File: config.mk
export PLATFORM = sky130hd
export DESIGN_NAME = triangle_max_path_sum
export DESIGN_NICKNAME = d
export VERILOG_FILES = /design/src/rtl/tmps_pkg.sv /design/src/rtl/triangle_max_path_sum.sv /design/src/rtl/tmps_ram.sv /design/src/rtl/tmps_seq.sv /design/src/rtl/tmps_acc.sv
export VERILOG_INCLUDE_DIRS = /design/src /design/src/rtl
export SDC_FILE = /design/constraint.sdc
export NUM_CORES = 2
export LEC_CHECK = 0
export BUFFER_PORTS_ARGS = -buffer_cell sky130_fd_sc_hd__buf_2
export CORE_MARGIN = 10
export CORE_UTILIZATION = 35
export CTS_CLUSTER_DIAMETER = 50
export DETAILED_ROUTE_END_ITERATION = 10
export GPL_TIMING_DRIVEN = 0
export SLEW_MARGIN = 20
export SYNTH_ARGS = -nofsm -noshare
export SYNTH_HDL_FRONTEND = slang
export SYNTH_SLANG_ARGS = --single-unit
File: constraint.sdc
create_clock -name clk -period 9.5 [get_ports clk]
set_input_delay 0 -clock clk [delete_from_list [all_inputs] [get_ports clk]]
set_output_delay 0 -clock clk [all_outputs]
set_load 0.02 [all_outputs]
File: src/rtl/triangle_max_path_sum_defines.svh
// Assertion macros used by the sum stage of the triangle path-sum RTL.
`ifndef TRIANGLE_MAX_PATH_SUM_DEFINES_SVH
`define TRIANGLE_MAX_PATH_SUM_DEFINES_SVH

// Same-cycle implication, sampled on clk, off while rst_n is low.
`define TMPS_ASSERT(label, ante, cons, msg) \
  label: assert property (@(posedge clk) disable iff (!rst_n) (ante) |-> (cons)) \
    else $error(msg);

// Next-cycle implication, sampled on clk, off while rst_n is low.
`define TMPS_ASSERT_NEXT(label, ante, cons, msg) \
  label: assert property (@(posedge clk) disable iff (!rst_n) (ante) |=> (cons)) \
    else $error(msg);

`endif

File: src/rtl/tmps_pkg.sv
// Shared constants and types for the triangle max path sum block.
package tmps_pkg;

  localparam int MAX_ROWS   = 64;
  localparam int VALUE_BITS = 16;
  localparam int OUT_BITS   = 22;
  localparam int SUM_W      = 23;
  localparam int CFG_W      = 7;
  localparam int CNT_W      = $clog2(MAX_ROWS + 1);
  localparam int IDX_W      = (MAX_ROWS > 1) ? $clog2(MAX_ROWS) : 1;

  typedef logic [IDX_W-1:0]        idx_t;
  typedef logic signed [SUM_W-1:0] sum_t;

  localparam sum_t SUM_MIN = {1'b1, {(SUM_W-1){1'b0}}};

  // Per-entry sequencing flags handed from the row/column counters to the datapath
  typedef struct packed {
    logic has_left;   // left parent exists
    logic has_right;  // parent directly above exists
    logic bottom;     // entry sits in the last row
    logic row_end;    // last entry of its row
    idx_t col;        // column, also the row-buffer address
  } tmps_ctl_t;

endpackage

File: src/rtl/triangle_max_path_sum.sv
// Top level: streamed maximum path sum over a number triangle.
//
//   channel  direction  handshake            payload
//   in       input      in_valid/in_stall    in_entry_value (16b signed)
//   out      output     out_valid/out_stall  out_max_sum (22b signed)
//   cfg      input      cfg_we               cfg_wdata (7b row count)
//
// One entry per cycle while in_stall is low; the row buffer is a 1-read/1-write RAM with forwarding.
// The last entry's transfer is registered in the sum stage, whose result then sets out_valid.
// rst_n is synchronous; row count returns to 1, no RAM clearing pass is needed.
// in_stall rises only when a finished result cannot enter a stalled output register.
module triangle_max_path_sum (
  input  logic                                   clk,
  input  logic                                   rst_n,
  input  logic                                   cfg_we,
  input  logic [tmps_pkg::CFG_W-1:0]             cfg_wdata,
  input  logic                                   in_valid,
  output logic                                   in_stall,
  input  logic signed [tmps_pkg::VALUE_BITS-1:0] in_entry_value,
  output logic                                   out_valid,
  input  logic                                   out_stall,
  output logic signed [tmps_pkg::OUT_BITS-1:0]   out_max_sum
);
  import tmps_pkg::*;

  tmps_ctl_t ctl;
  logic      load;
  logic      hold;
  logic      we;
  idx_t      waddr;
  sum_t      wdata;
  sum_t      rd_data;

  assign in_stall = hold;
  assign load     = in_valid && !hold;

  tmps_seq u_seq (
    .clk       (clk),
    .rst_n     (rst_n),
    .cfg_we    (cfg_we),
    .cfg_wdata (cfg_wdata),
    .load      (load),
    .ctl       (ctl)
  );

  tmps_ram #(
    .DEPTH (MAX_ROWS),
    .WIDTH (SUM_W)
  ) u_ram (
    .clk   (clk),
    .we    (we),
    .waddr (waddr),
    .wdata (wdata),
    .re    (load),
    .raddr (ctl.col),
    .rdata (rd_data)
  );

  tmps_acc u_acc (
    .clk         (clk),
    .rst_n       (rst_n),
    .cfg_we      (cfg_we),
    .load        (load),
    .ctl_in      (ctl),
    .entry_value (in_entry_value),
    .rd_data     (rd_data),
    .out_stall   (out_stall),
    .hold        (hold),
    .we          (we),
    .waddr       (waddr),
    .wdata       (wdata),
    .out_valid   (out_valid),
    .out_max_sum (out_max_sum)
  );

endmodule

File: src/rtl/tmps_ram.sv
// Simple dual-port RAM, one write and one registered read per cycle.
module tmps_ram #(
  parameter int DEPTH = 64,
  parameter int WIDTH = 23,
  parameter int AW    = (DEPTH > 1) ? $clog2(DEPTH) : 1
) (
  input  logic             clk,
  input  logic             we,
  input  logic [AW-1:0]    waddr,
  input  logic [WIDTH-1:0] wdata,
  input  logic             re,
  input  logic [AW-1:0]    raddr,
  output logic [WIDTH-1:0] rdata
);

  logic [WIDTH-1:0] mem [DEPTH];
  logic [WIDTH-1:0] rdata_r;

  // Read-first: a read of the address being written returns the old word
  always_ff @(posedge clk) begin
    if (we) begin
      mem[waddr] <= wdata;
    end
    if (re) begin
      rdata_r <= mem[raddr];
    end
  end

  assign rdata = rdata_r;

endmodule

File: src/rtl/tmps_seq.sv
// Row and column counters plus the latched effective row count.
module tmps_seq (
  input  logic                       clk,
  input  logic                       rst_n,
  input  logic                       cfg_we,
  input  logic [tmps_pkg::CFG_W-1:0] cfg_wdata,
  input  logic                       load,
  output tmps_pkg::tmps_ctl_t        ctl
);
  import tmps_pkg::*;

  logic [CNT_W-1:0] rows_r;
  logic [CNT_W-1:0] rows_nxt;
  idx_t             row_r;
  idx_t             col_r;
  logic             last_row;
  logic             row_end;

  // Clamp the programmed count into 1..MAX_ROWS
  always_comb begin
    if (cfg_wdata == '0) begin
      rows_nxt = CNT_W'(1);
    end else if (int'(cfg_wdata) > MAX_ROWS) begin
      rows_nxt = CNT_W'(MAX_ROWS);
    end else begin
      rows_nxt = CNT_W'(cfg_wdata);
    end
  end

  // Position flags for the entry at the head of the input
  always_comb begin
    last_row     = (CNT_W'(row_r) + CNT_W'(1)) >= rows_r;
    row_end      = (col_r == row_r);
    ctl.has_left  = (row_r != '0) && (col_r != '0);
    ctl.has_right = (col_r < row_r);
    ctl.bottom    = last_row;
    ctl.row_end   = row_end;
    ctl.col       = col_r;
  end

  // Step through the triangle; a config write restarts it
  always_ff @(posedge clk) begin
    if (!rst_n) begin
      rows_r <= CNT_W'(1);
      row_r  <= '0;
      col_r  <= '0;
    end else if (cfg_we) begin
      rows_r <= rows_nxt;
      row_r  <= '0;
      col_r  <= '0;
    end else if (load) begin
      if (row_end) begin
        col_r <= '0;
        row_r <= last_row ? '0 : row_r + idx_t'(1);
      end else begin
        col_r <= col_r + idx_t'(1);
      end
    end
  end

endmodule

File: src/rtl/tmps_acc.sv
// Sum stage: adds the entry to its best parent, writes the row buffer, tracks the maximum.
`include "triangle_max_path_sum_defines.svh"

module tmps_acc (
  input  logic                                   clk,
  input  logic                                   rst_n,
  input  logic                                   cfg_we,
  input  logic                                   load,
  input  tmps_pkg::tmps_ctl_t                    ctl_in,
  input  logic signed [tmps_pkg::VALUE_BITS-1:0] entry_value,
  input  tmps_pkg::sum_t                         rd_data,
  input  logic                                   out_stall,
  output logic                                   hold,
  output logic                                   we,
  output tmps_pkg::idx_t                         waddr,
  output tmps_pkg::sum_t                         wdata,
  output logic                                   out_valid,
  output logic signed [tmps_pkg::OUT_BITS-1:0]   out_max_sum
);
  import tmps_pkg::*;

  logic                         s1_valid_r;
  tmps_ctl_t                    s1_ctl_r;
  logic signed [VALUE_BITS-1:0] s1_val_r;
  logic                         s1_fwd_r;
  sum_t                         wr_sum_r;
  sum_t                         left_hold_r;
  sum_t                         run_max_r;
  logic                         out_valid_r;
  logic signed [OUT_BITS-1:0]   out_sum_r;

  sum_t above;
  sum_t parent;
  sum_t sum;
  sum_t new_max;
  logic res;
  logic fire;
  logic fwd_nxt;

  // Parent selection and the one add of this stage
  always_comb begin
    above = s1_fwd_r ? wr_sum_r : rd_data;
    case ({s1_ctl_r.has_left, s1_ctl_r.has_right})
      2'b11:   parent = (left_hold_r > above) ? left_hold_r : above;
      2'b10:   parent = left_hold_r;
      2'b01:   parent = above;
      default: parent = '0;
    endcase
    sum = {{(SUM_W-VALUE_BITS){s1_val_r[VALUE_BITS-1]}}, s1_val_r} + parent;
    new_max = (sum > run_max_r) ? sum : run_max_r;
  end

  // Stage control: hold only when a result cannot enter a stalled output register
  always_comb begin
    res     = s1_ctl_r.bottom && s1_ctl_r.row_end;
    hold    = s1_valid_r && res && out_valid_r && out_stall;
    fire    = s1_valid_r && !hold;
    fwd_nxt = fire && (s1_ctl_r.col == ctl_in.col);
    we      = fire;
    waddr   = s1_ctl_r.col;
    wdata   = sum;
  end

  // Control state
  always_ff @(posedge clk) begin
    if (!rst_n) begin
      s1_valid_r  <= 1'b0;
      out_valid_r <= 1'b0;
      left_hold_r <= '0;
      run_max_r   <= SUM_MIN;
    end else begin
      if (load) begin
        s1_valid_r <= 1'b1;
      end else if (fire) begin
        s1_valid_r <= 1'b0;
      end
      if (out_valid_r && !out_stall) begin
        out_valid_r <= 1'b0;
      end
      if (fire && res) begin
        out_valid_r <= 1'b1;
      end
      if (cfg_we) begin
        left_hold_r <= '0;
        run_max_r   <= SUM_MIN;
      end else if (fire) begin
        left_hold_r <= s1_ctl_r.row_end ? '0 : above;
        if (s1_ctl_r.bottom) begin
          run_max_r <= res ? SUM_MIN : new_max;
        end
      end
    end
  end

  // Payload registers; the forward flag covers a read of the slot written in the same cycle
  always_ff @(posedge clk) begin
    if (load) begin
      s1_ctl_r <= ctl_in;
      s1_val_r <= entry_value;
      s1_fwd_r <= fwd_nxt;
    end
    if (fire) begin
      wr_sum_r <= sum;
    end
    if (fire && res) begin
      out_sum_r <= new_max[OUT_BITS-1:0];
    end
  end

  assign out_valid   = out_valid_r;
  assign out_max_sum = out_sum_r;

  `TMPS_ASSERT(a_hold_blocks_load, hold, !load, "transfer taken while sum stage is held")
  `TMPS_ASSERT_NEXT(a_result_lands, fire && res, out_valid_r, "finished triangle lost its result")
  `TMPS_ASSERT_NEXT(a_max_restarts, fire && res, run_max_r == SUM_MIN, "maximum not restarted")

endmodule

==> results_tabular.tex <==
\begin{tabular}{lr}
\hline
Metric & Value \\
\hline
\multicolumn{2}{l}{\textbf{Run status}} \\
\quad Status & finished clean \\
\multicolumn{2}{l}{\textbf{Worst setup path}} \\
\quad Largest stage delay on the critical path & 0.52 ns \\
\quad Crit Reg-Reg Startpoint & u\_acc.s1\_fwd\_r\$\_DFFE\_PP\_ \\
\quad Crit path to & u\_acc.run\_max\_r[10]\$\_SDFFE\_PP0P\_ \\
\quad Worst Path Arrival & 9.71 ns \\
\quad Launch point of the critical path & u\_acc.s1\_fwd\_r\$\_DFFE\_PP\_ \\
\quad Kind of start point of the critical path & flop \\
\quad Type of the worst setup path & flop to flop \\
\quad CP required & 10.19 ns \\
\quad Logic depth of the worst register-to-register path & 36 \\
\quad Category of the worst setup path capture point & flop \\
\quad Slowest cell on the critical path & fa\_4 \\
\quad Most frequent cell on the critical path & buf\_6 \\
\quad Minimum setup slack among reg-to-reg paths & 0.48 ns \\
\quad Reg-to-Reg End & u\_acc.run\_max\_r[10]\$\_SDFFE\_PP0P\_ \\
\quad CP Max Fanout & 10 \\
\multicolumn{2}{l}{\textbf{Global route}} \\
\quad Number of global-route vias before repair & 32561 \\
\quad Largest net degree at the start of global routing & 69 \\
\quad Met1 usage in global routing & 21.8\% \\
\quad Global route overflow & 0 \\
\quad Met2 Track Usage GR & 25.3\% \\
\quad Global-route track usage on met3 & 3.04\% \\
\quad Global-route usage over all layers & 15.9\% \\
\quad Initial antenna violation count & 3 \\
\quad Wire length of the first global-routing pass & 237000 um \\
\quad Most heavily used metal layer in global routing & met2 \\
\multicolumn{2}{l}{\textbf{Timing}} \\
\quad Crit share post-route & 95.0\% \\
\quad Worst-margin pin slew & 1.11 ns \\
\quad RSZ-0062 raised after global routing & false \\
\quad Clock Skew & 0.0430 ns \\
\quad Number of pins exceeding their max-slew limit in the final report & 0 \\
\quad Relative slew margins & 25.6\% \\
\quad FMAX & 111 MHz \\
\quad Minimum setup slack in the final design & 0.477 ns \\
\quad Clock period minus final worst setup slack & 9.02 ns \\
\quad Final-report setup violation count & 0 \\
\quad Total count of hold-check failures in the final report & 0 \\
\multicolumn{2}{l}{\textbf{Yosys}} \\
\quad Cells after Synth & 3009 \\
\quad Most area-consuming cells after synthesis & edfxtp\_1 73\%, mux4\_2 17\%, dfxtp\_1 2.1\% \\
\quad Portion of synthesized cell area occupied by the leading cell type & 72.7\% \\
\quad Post-synth ARST share & 0\% \\
\quad Count of state elements after synthesis & 1634 \\
\quad Most frequent cells after synthesis & 1567 x edfxtp\_1, 480 x mux4\_2, 138 x nor2\_1 \\
\quad Post-synthesis average cell area & 21.5 um\^{}2 \\
\quad Primary FF master, synth & edfxtp\_1 \\
\quad Warnings from Yosys & 0 \\
\quad Count leader, synth & edfxtp\_1 \\
\quad Part of the Yosys area used for sequential elements & 74.8\% \\
\quad Dominant cell type by area after synthesis & edfxtp\_1 \\
\quad Post-synth EDFFs & 1567 \\
\quad Post-synth net total & 3123 \\
\quad Post-synthesis instance area & 64700 um\^{}2 \\
\quad Number of distinct standard cells referenced by the synthesized netlist & 63 \\
\multicolumn{2}{l}{\textbf{Power}} \\
\quad Clock share of power & 42.4\% \\
\quad Maximum vdd drop & 180 uV \\
\quad Portion of total power attributed to sequential cells & 50.9\% \\
\quad Static power due to leakage & 0.0241 uW \\
\quad PD cells & 208 nW/um\^{}2 \\
\quad Combinational share of power & 6.7\% \\
\quad Internal power component & 12500 uW \\
\quad Switch share & 22.4\% \\
\quad Net load switching power & 3630 uW \\
\multicolumn{2}{l}{\textbf{Floorplanning}} \\
\quad Placeable Area & 183000 um\^{}2 \\
\quad Std cell rows & 157 \\
\quad Initial core utilization & 35.3\% \\
\quad Number of top-level pins & 52 \\
\quad Area of the die & 202000 um\^{}2 \\
\quad X dimension of the die & 450 um \\
\quad Die extent in y & 450 um \\
\multicolumn{2}{l}{\textbf{Clocking}} \\
\quad Number of buffers added for setup after CTS & 0 \\
\quad Maximum level of the CTS H-tree & 4 \\
\quad Maximum buffer depth of the clock tree & 3 \\
\quad CTS buffer count & 178 \\
\quad TritonCTS clock tree & done \\
\quad Clock latency reported for the late side of the worst-skew pair & 0.82 ns \\
\quad Cell at the root of the clock tree & clkbuf\_16 \\
\quad Clock Sink Count & 1634 \\
\quad Clock-pin slew on the worst setup and hold paths & 0.06 ns \\
\multicolumn{2}{l}{\textbf{Route}} \\
\quad Antenna violation net count after detailed routing & 0 \\
\quad Total iterations of the first detailed-routing run & 6 \\
\quad Drt wl/cell & 27.0 um \\
\quad Via-to-Cell Ratio & 5.27 \\
\quad DRC violations left & 0 \\
\quad Initial detailed-routing violation count & 3626 \\
\quad Total number of vias & 31923 \\
\quad Final wirelength & 163000 um \\
\multicolumn{2}{l}{\textbf{Final layout}} \\
\quad Register area & 48400 um\^{}2 \\
\quad Final standard cell count with taps included and fillers excluded & 6060 \\
\quad Final design utilization & 42.5\% \\
\quad Nets@finish & 3558 \\
\quad Layout filler cell count & 15695 \\
\quad Final cell area excluding filler cells & 77900 um\^{}2 \\
\quad Fraction of final layout cells with drive strength greater than 1 & 31.0\% \\
\quad Multi-input combinational cell area & 16200 um\^{}2 \\
\quad Layout overhead on the synthesized area & 20.4\% \\
\multicolumn{2}{l}{\textbf{Placed design}} \\
\quad Cell count after placement & 5668 \\
\quad Area post-placement & 71400 um\^{}2 \\
\quad Half-perimeter wire length of the detailed placement result & 116000 um \\
\quad Routability cong. & 0.859 \\
\quad Worst slack at placement & -0.272 ns \\
\quad Number of buffers added on ports & 51 \\
\multicolumn{2}{l}{\textbf{Run}} \\
\quad Max-cap check violation count & 0 \\
\multicolumn{2}{l}{\textbf{Worst hold path}} \\
\quad Hold depth & 3 \\
\quad Worst hold-check path type & input port to flop \\
\hline
\end{tabular}
[layout by cell type (no fill, tap or decap), types with 63 or more instances in the layout]
master	count
edfxtp_1	1567
mux4_2	480
clkbuf_16	179
clkbuf_1	117
buf_2	95
ha_1	84
nor2_1	74
dfxtp_1	67
nor2_4	65
a21oi_1	63
[layout make-up]
class	instances	area share, %
inverter	49	0.238
multi-input combinational	1174	20.8
antenna	5	0.0161
timing repair buffer	255	4.49
tap	2464	3.96
buffer	152	0.856
sequential	1634	62.1
clock inverter	110	1.55
clock buffer	217	5.95
[cell families (layout without fill, tap and decap cells)]
family          after synthesis  after routing  synth area share [%]
fa+ha+maj                    86             86                  1.67
buf+inv                     201            783                  1.29
xor+xnor                     33             33                 0.447
mux                         526            526                  17.5
other cells                   0              5                     0
simple gates                320            320                  2.30
compound gates              209            209                  2.04
flops                      1634           1634                  74.8
[registers in the layout (all words and copies together), names as in the netlist]
name	count
u_ram.mem	1472
u_acc.left_hold_r	23
u_acc.run_max_r	23
u_acc.wr_sum_r	23
u_ram.rdata	23
u_acc.out_max_sum	22
u_acc.s1_val_r	16
u_seq.rows_r	7
u_acc.waddr	6
u_seq.col_r	6
u_seq.row_r	6
u_acc.s1_ctl_r	4
u_acc.out_valid	1
u_acc.s1_fwd_r	1
u_acc.s1_valid_r	1
[worst max-delay path, delay by kind of cell, from the launching register on]
family | cells | cell delay, ns
compound gates | 12 | 3.01
xor+xnor | 1 | 0.18
fa+ha+maj | 4 | 1.49
buf+inv | 6 | 1.33
flops | 1 | 0.32
mux | 2 | 0.81
simple gates | 11 | 1.73
[power groups by stage]
stage                     registers [uW]  clock network [uW]  logic, uW
after detailed placement            8390                   0       1070
after floorplan                     8430                   0        450
after CTS                           8240                6980       1090
after global placement              8500                   0        822
final                               8240                6860       1080
after global routing                8240                7270       1160
[routing by layer]
layer / share of wire (%) / vias up
met2: 48 / 1075
met1: 42 / 17032
met3: 6.6 / 286
li1: - / 13530
met4: 3.7 / 0
met5: 0 / -
[per-stage QoR]
step	TNS (ns)	hold WS [ns]	total power [uW]
floorplan	0	0.0989	8880
global placement	-2717.92	0.180	9320
detailed placement	-5.45	0.179	9460
CTS	0	0.0687	16300
global route	0	0.110	16700
finish	0	0.126	16200
[worst min-delay path by stage]
stage                            startpoint                               to  slack (ns)
final                             out_stall  u_acc.out_max_sum[21]$_DFFE_PP_        0.13
after global routing              out_stall  u_acc.out_max_sum[21]$_DFFE_PP_        0.11
after CTS                         out_stall  u_acc.out_max_sum[21]$_DFFE_PP_        0.07
after detailed placement  in_entry_value[6]      u_acc.s1_val_r[6]$_DFFE_PP_        0.18
after global placement    in_entry_value[1]      u_acc.s1_val_r[1]$_DFFE_PP_        0.18
after floorplan           in_entry_value[0]      u_acc.s1_val_r[0]$_DFFE_PP_         0.1
[timing repair]
action                                  CTS  global route
hold buffers                             58             0
gates resized for setup                   2             8
endpoints found under the setup margin   40            45
pin swaps                                 0             0
endpoints found under the hold margin    69             0
Note: power is estimated with default switching activity, not from simulation.
